$ cat src/rtl/ptc_delay.sv
`timescale 1ns / 1ps
`default_nettype none
// Fixed-length shift line that keeps side data aligned with the pipeline.
module ptc_delay #(
  parameter int unsigned W     = 32,
  parameter int unsigned DEPTH = 2
) (
  input  wire logic         clk,
  input  wire logic [W-1:0] d,
  output logic [W-1:0]      q
);

  logic [W-1:0] line_r [0:DEPTH-1];

  always_ff @(posedge clk) begin
    line_r[0] <= d;
    for (int unsigned i = 1; i < DEPTH; i++) begin
      line_r[i] <= line_r[i-1];
    end
  end

  assign q = line_r[DEPTH-1];

endmodule
`default_nettype wire

$ cat config.mk
export PLATFORM = sky130hd
export DESIGN_NAME = ptc_delay
export DESIGN_NICKNAME = d
export VERILOG_FILES = /design/src/rtl/ptc_delay.sv
export SDC_FILE = /design/constraint.sdc
export NUM_CORES = 1
export LEC_CHECK = 0
export BUFFER_PORTS_ARGS = -buffer_cell sky130_fd_sc_hd__buf_2
export CORE_AREA = 2 2 76 78
export DETAILED_ROUTE_END_ITERATION = 7
export DIE_AREA = 0 0 78 80
export PLACE_DENSITY = 0.49
export SLEW_MARGIN = 20
export SYNTH_ARGS = -nofsm -noshare
export SYNTH_HDL_FRONTEND = slang
export SYNTH_SLANG_ARGS = --single-unit
$ cat constraint.sdc
create_clock -name clk -period 1.3 [get_ports clk]
set_clock_uncertainty 0.1 [all_clocks]
set_input_delay 0 -clock clk [delete_from_list [all_inputs] [get_ports clk]]
set_output_delay 0 -clock clk [all_outputs]
set_load 0.03 [all_outputs]
==> flow_metrics.tcl <==
set metrics [dict create \
    powerDensity_mw_per_mm2 1890 \
    std_cell_rows 27 \
    overflow 0 \
    initial_core_util 0.281 \
    cap_violations 0 \
    antenna_found_initial 0 \
    multiInputGateArea_um2 0 \
    clk_pin_slew_ps 70 \
    irDropWorstVdd_v 0.000981 \
    final_cells 248 \
    drt-total-wl_um 2270 \
    slowest_stage "dfxtp_1" \
    yosys.cell_types.count 2 \
    drcViolationCount 0 \
    arrival_ps 840 \
    rsz0062_at_grt "false" \
    postRouteAntennaNets 0 \
    ys_warn_count 0 \
    path_buf_inv 1 \
    io_buffers 64 \
    dr.pass1.iters 2 \
    root_buffer "clkbuf_8" \
    max_stage_delay_ps 320 \
    place_inst 200 \
    reg_top3 "line_r (64)" \
    fin_worst_hold_slack_ps 206 \
    num_antenna_cells 0 \
    grt_pass1_wl_um 3650 \
    htree_levels 3 \
    outcome "finished, final reports clean" \
    post-route-min-period_ps 937 \
    cp_top_family "flip-flops" \
    fin_util 0.415 \
    worstMarginPinSlew_ps 167 \
    ios 65 \
    coreArea_mm2 0.00541 \
    clock_path_buffers 2 \
    wire_per_inst_um 9.17 \
    insertion_delay_ps 330 \
    die_w_um 78 \
    drive_gt1_frac 0.455 \
    post_cts_buffers 0 \
    first_global_vias 903 \
    drtIter0Drc 11 \
    largest_register_ffs 64 \
    cts_hold_buf 32 \
    crit_required_ps 1200 \
    viasPerCell 3.36 \
    crit_chain "buf_2" \
    p_leak_nw 1.03 \
    endpoint_kind "output port" \
    dp_hpwl_um 1430 \
    cts_tree "built" \
    syn-cell-area_mm2 0.00152 \
    mostFrequentLayoutCells "64 x buf_2, 64 x dfxtp_1, 32 x dlygate4sd3_1" \
    fin_setup_tns_ps 0 \
    final-setup-viol-count 0 \
    multi_input_cells 0 \
    area_delta_synth_final_pct 47.4 \
    seq_area_mm2 0.00128 \
    ys_seq_area_frac 0.842 \
    period_share 0.721 \
    syn_inst 96 \
    post_cts_resized 0 \
    cts_buffers 9 \
    die_y_um 80 \
    nets 204 \
    cp-start-kind "flip-flop" \
    max_slew_margin 0.890 \
    fmax_ghz 1.07 \
    grt.total_usage 0.0836 \
    ys_ff_latch 64 \
    hold_viol_final 0 \
    regMostFlops "line_r" \
    vias 834 \
    fillCellCount 515 \
    dieArea_mm2 0.00624 \
    critical_path_class "reg -> out" \
    gp_congestion 0.595 \
    hold_path.class "in -> reg" \
    syn-num-nets 129 \
    syn_avg_cell_area_um2 15.8 \
    total_power_w 0.00423 \
    slew_viol_final 0 \
    grt_max_degree 13 \
    clkSinkCount 64 \
    critPathMaxFanout 1 \
]
-- logic make-up after synthesis --
logic type  after synthesis  share of synthesized area
buf+inv                  32                      0.158
flops                    64                      0.842
-- cell type report --
| cell class | count | area share |
|---|---|---|
| flip-flops and latches | 64 | 0.571 |
| repair buffers | 96 | 0.286 |
| clock buffers | 10 | 0.0614 |
| clock inverters | 6 | 0.0413 |
| well taps | 72 | 0.0402 |
-- path summary, 6_finish.rpt --
check	from	cells after the start	slack, ps	end
max	line_r[0][52]	1	360	q[20]
min	d[1]	2	210	line_r[0][1]
max reg2reg	line_r[0][13]	0	780	line_r[0][45]
min reg2reg	line_r[0][3]	0	230	line_r[0][35]
-- power breakdown --
part	internal (W)	total (W)	switching (W)
combinational	0.000130	0.000279	0.000148
clock	0.00114	0.00186	0.000724
sequential	0.00207	0.00209	0.0000221
-- per-layer routing --
| layer | wire length (µm) | part of all wire | global-route usage |
|---|---|---|---|
| met5 | 0 | 0 | 0 |
| met4 | 39 | 0.017 | 0.0579 |
| met3 | 236 | 0.10 | 0.0645 |
| met2 | 1120 | 0.49 | 0.129 |
| met1 | 875 | 0.38 | 0.0750 |
-- metrics by stage --
step,setup WS (ps),area (µm²)
2_1_floorplan,773,1520
3_3_place_gp,724,1690
3_5_place_dp,714,1690
4_1_cts,330,2240
5_1_grt,295,2240
6_report,363,2240
-- synthesized netlist by cell type --
| cell type | count | area (µm²) |
|---|---|---|
| buf_4 | 32 | 240 |
| dfxtp_1 | 64 | 1280 |
(Power assumes the default switching activity.)
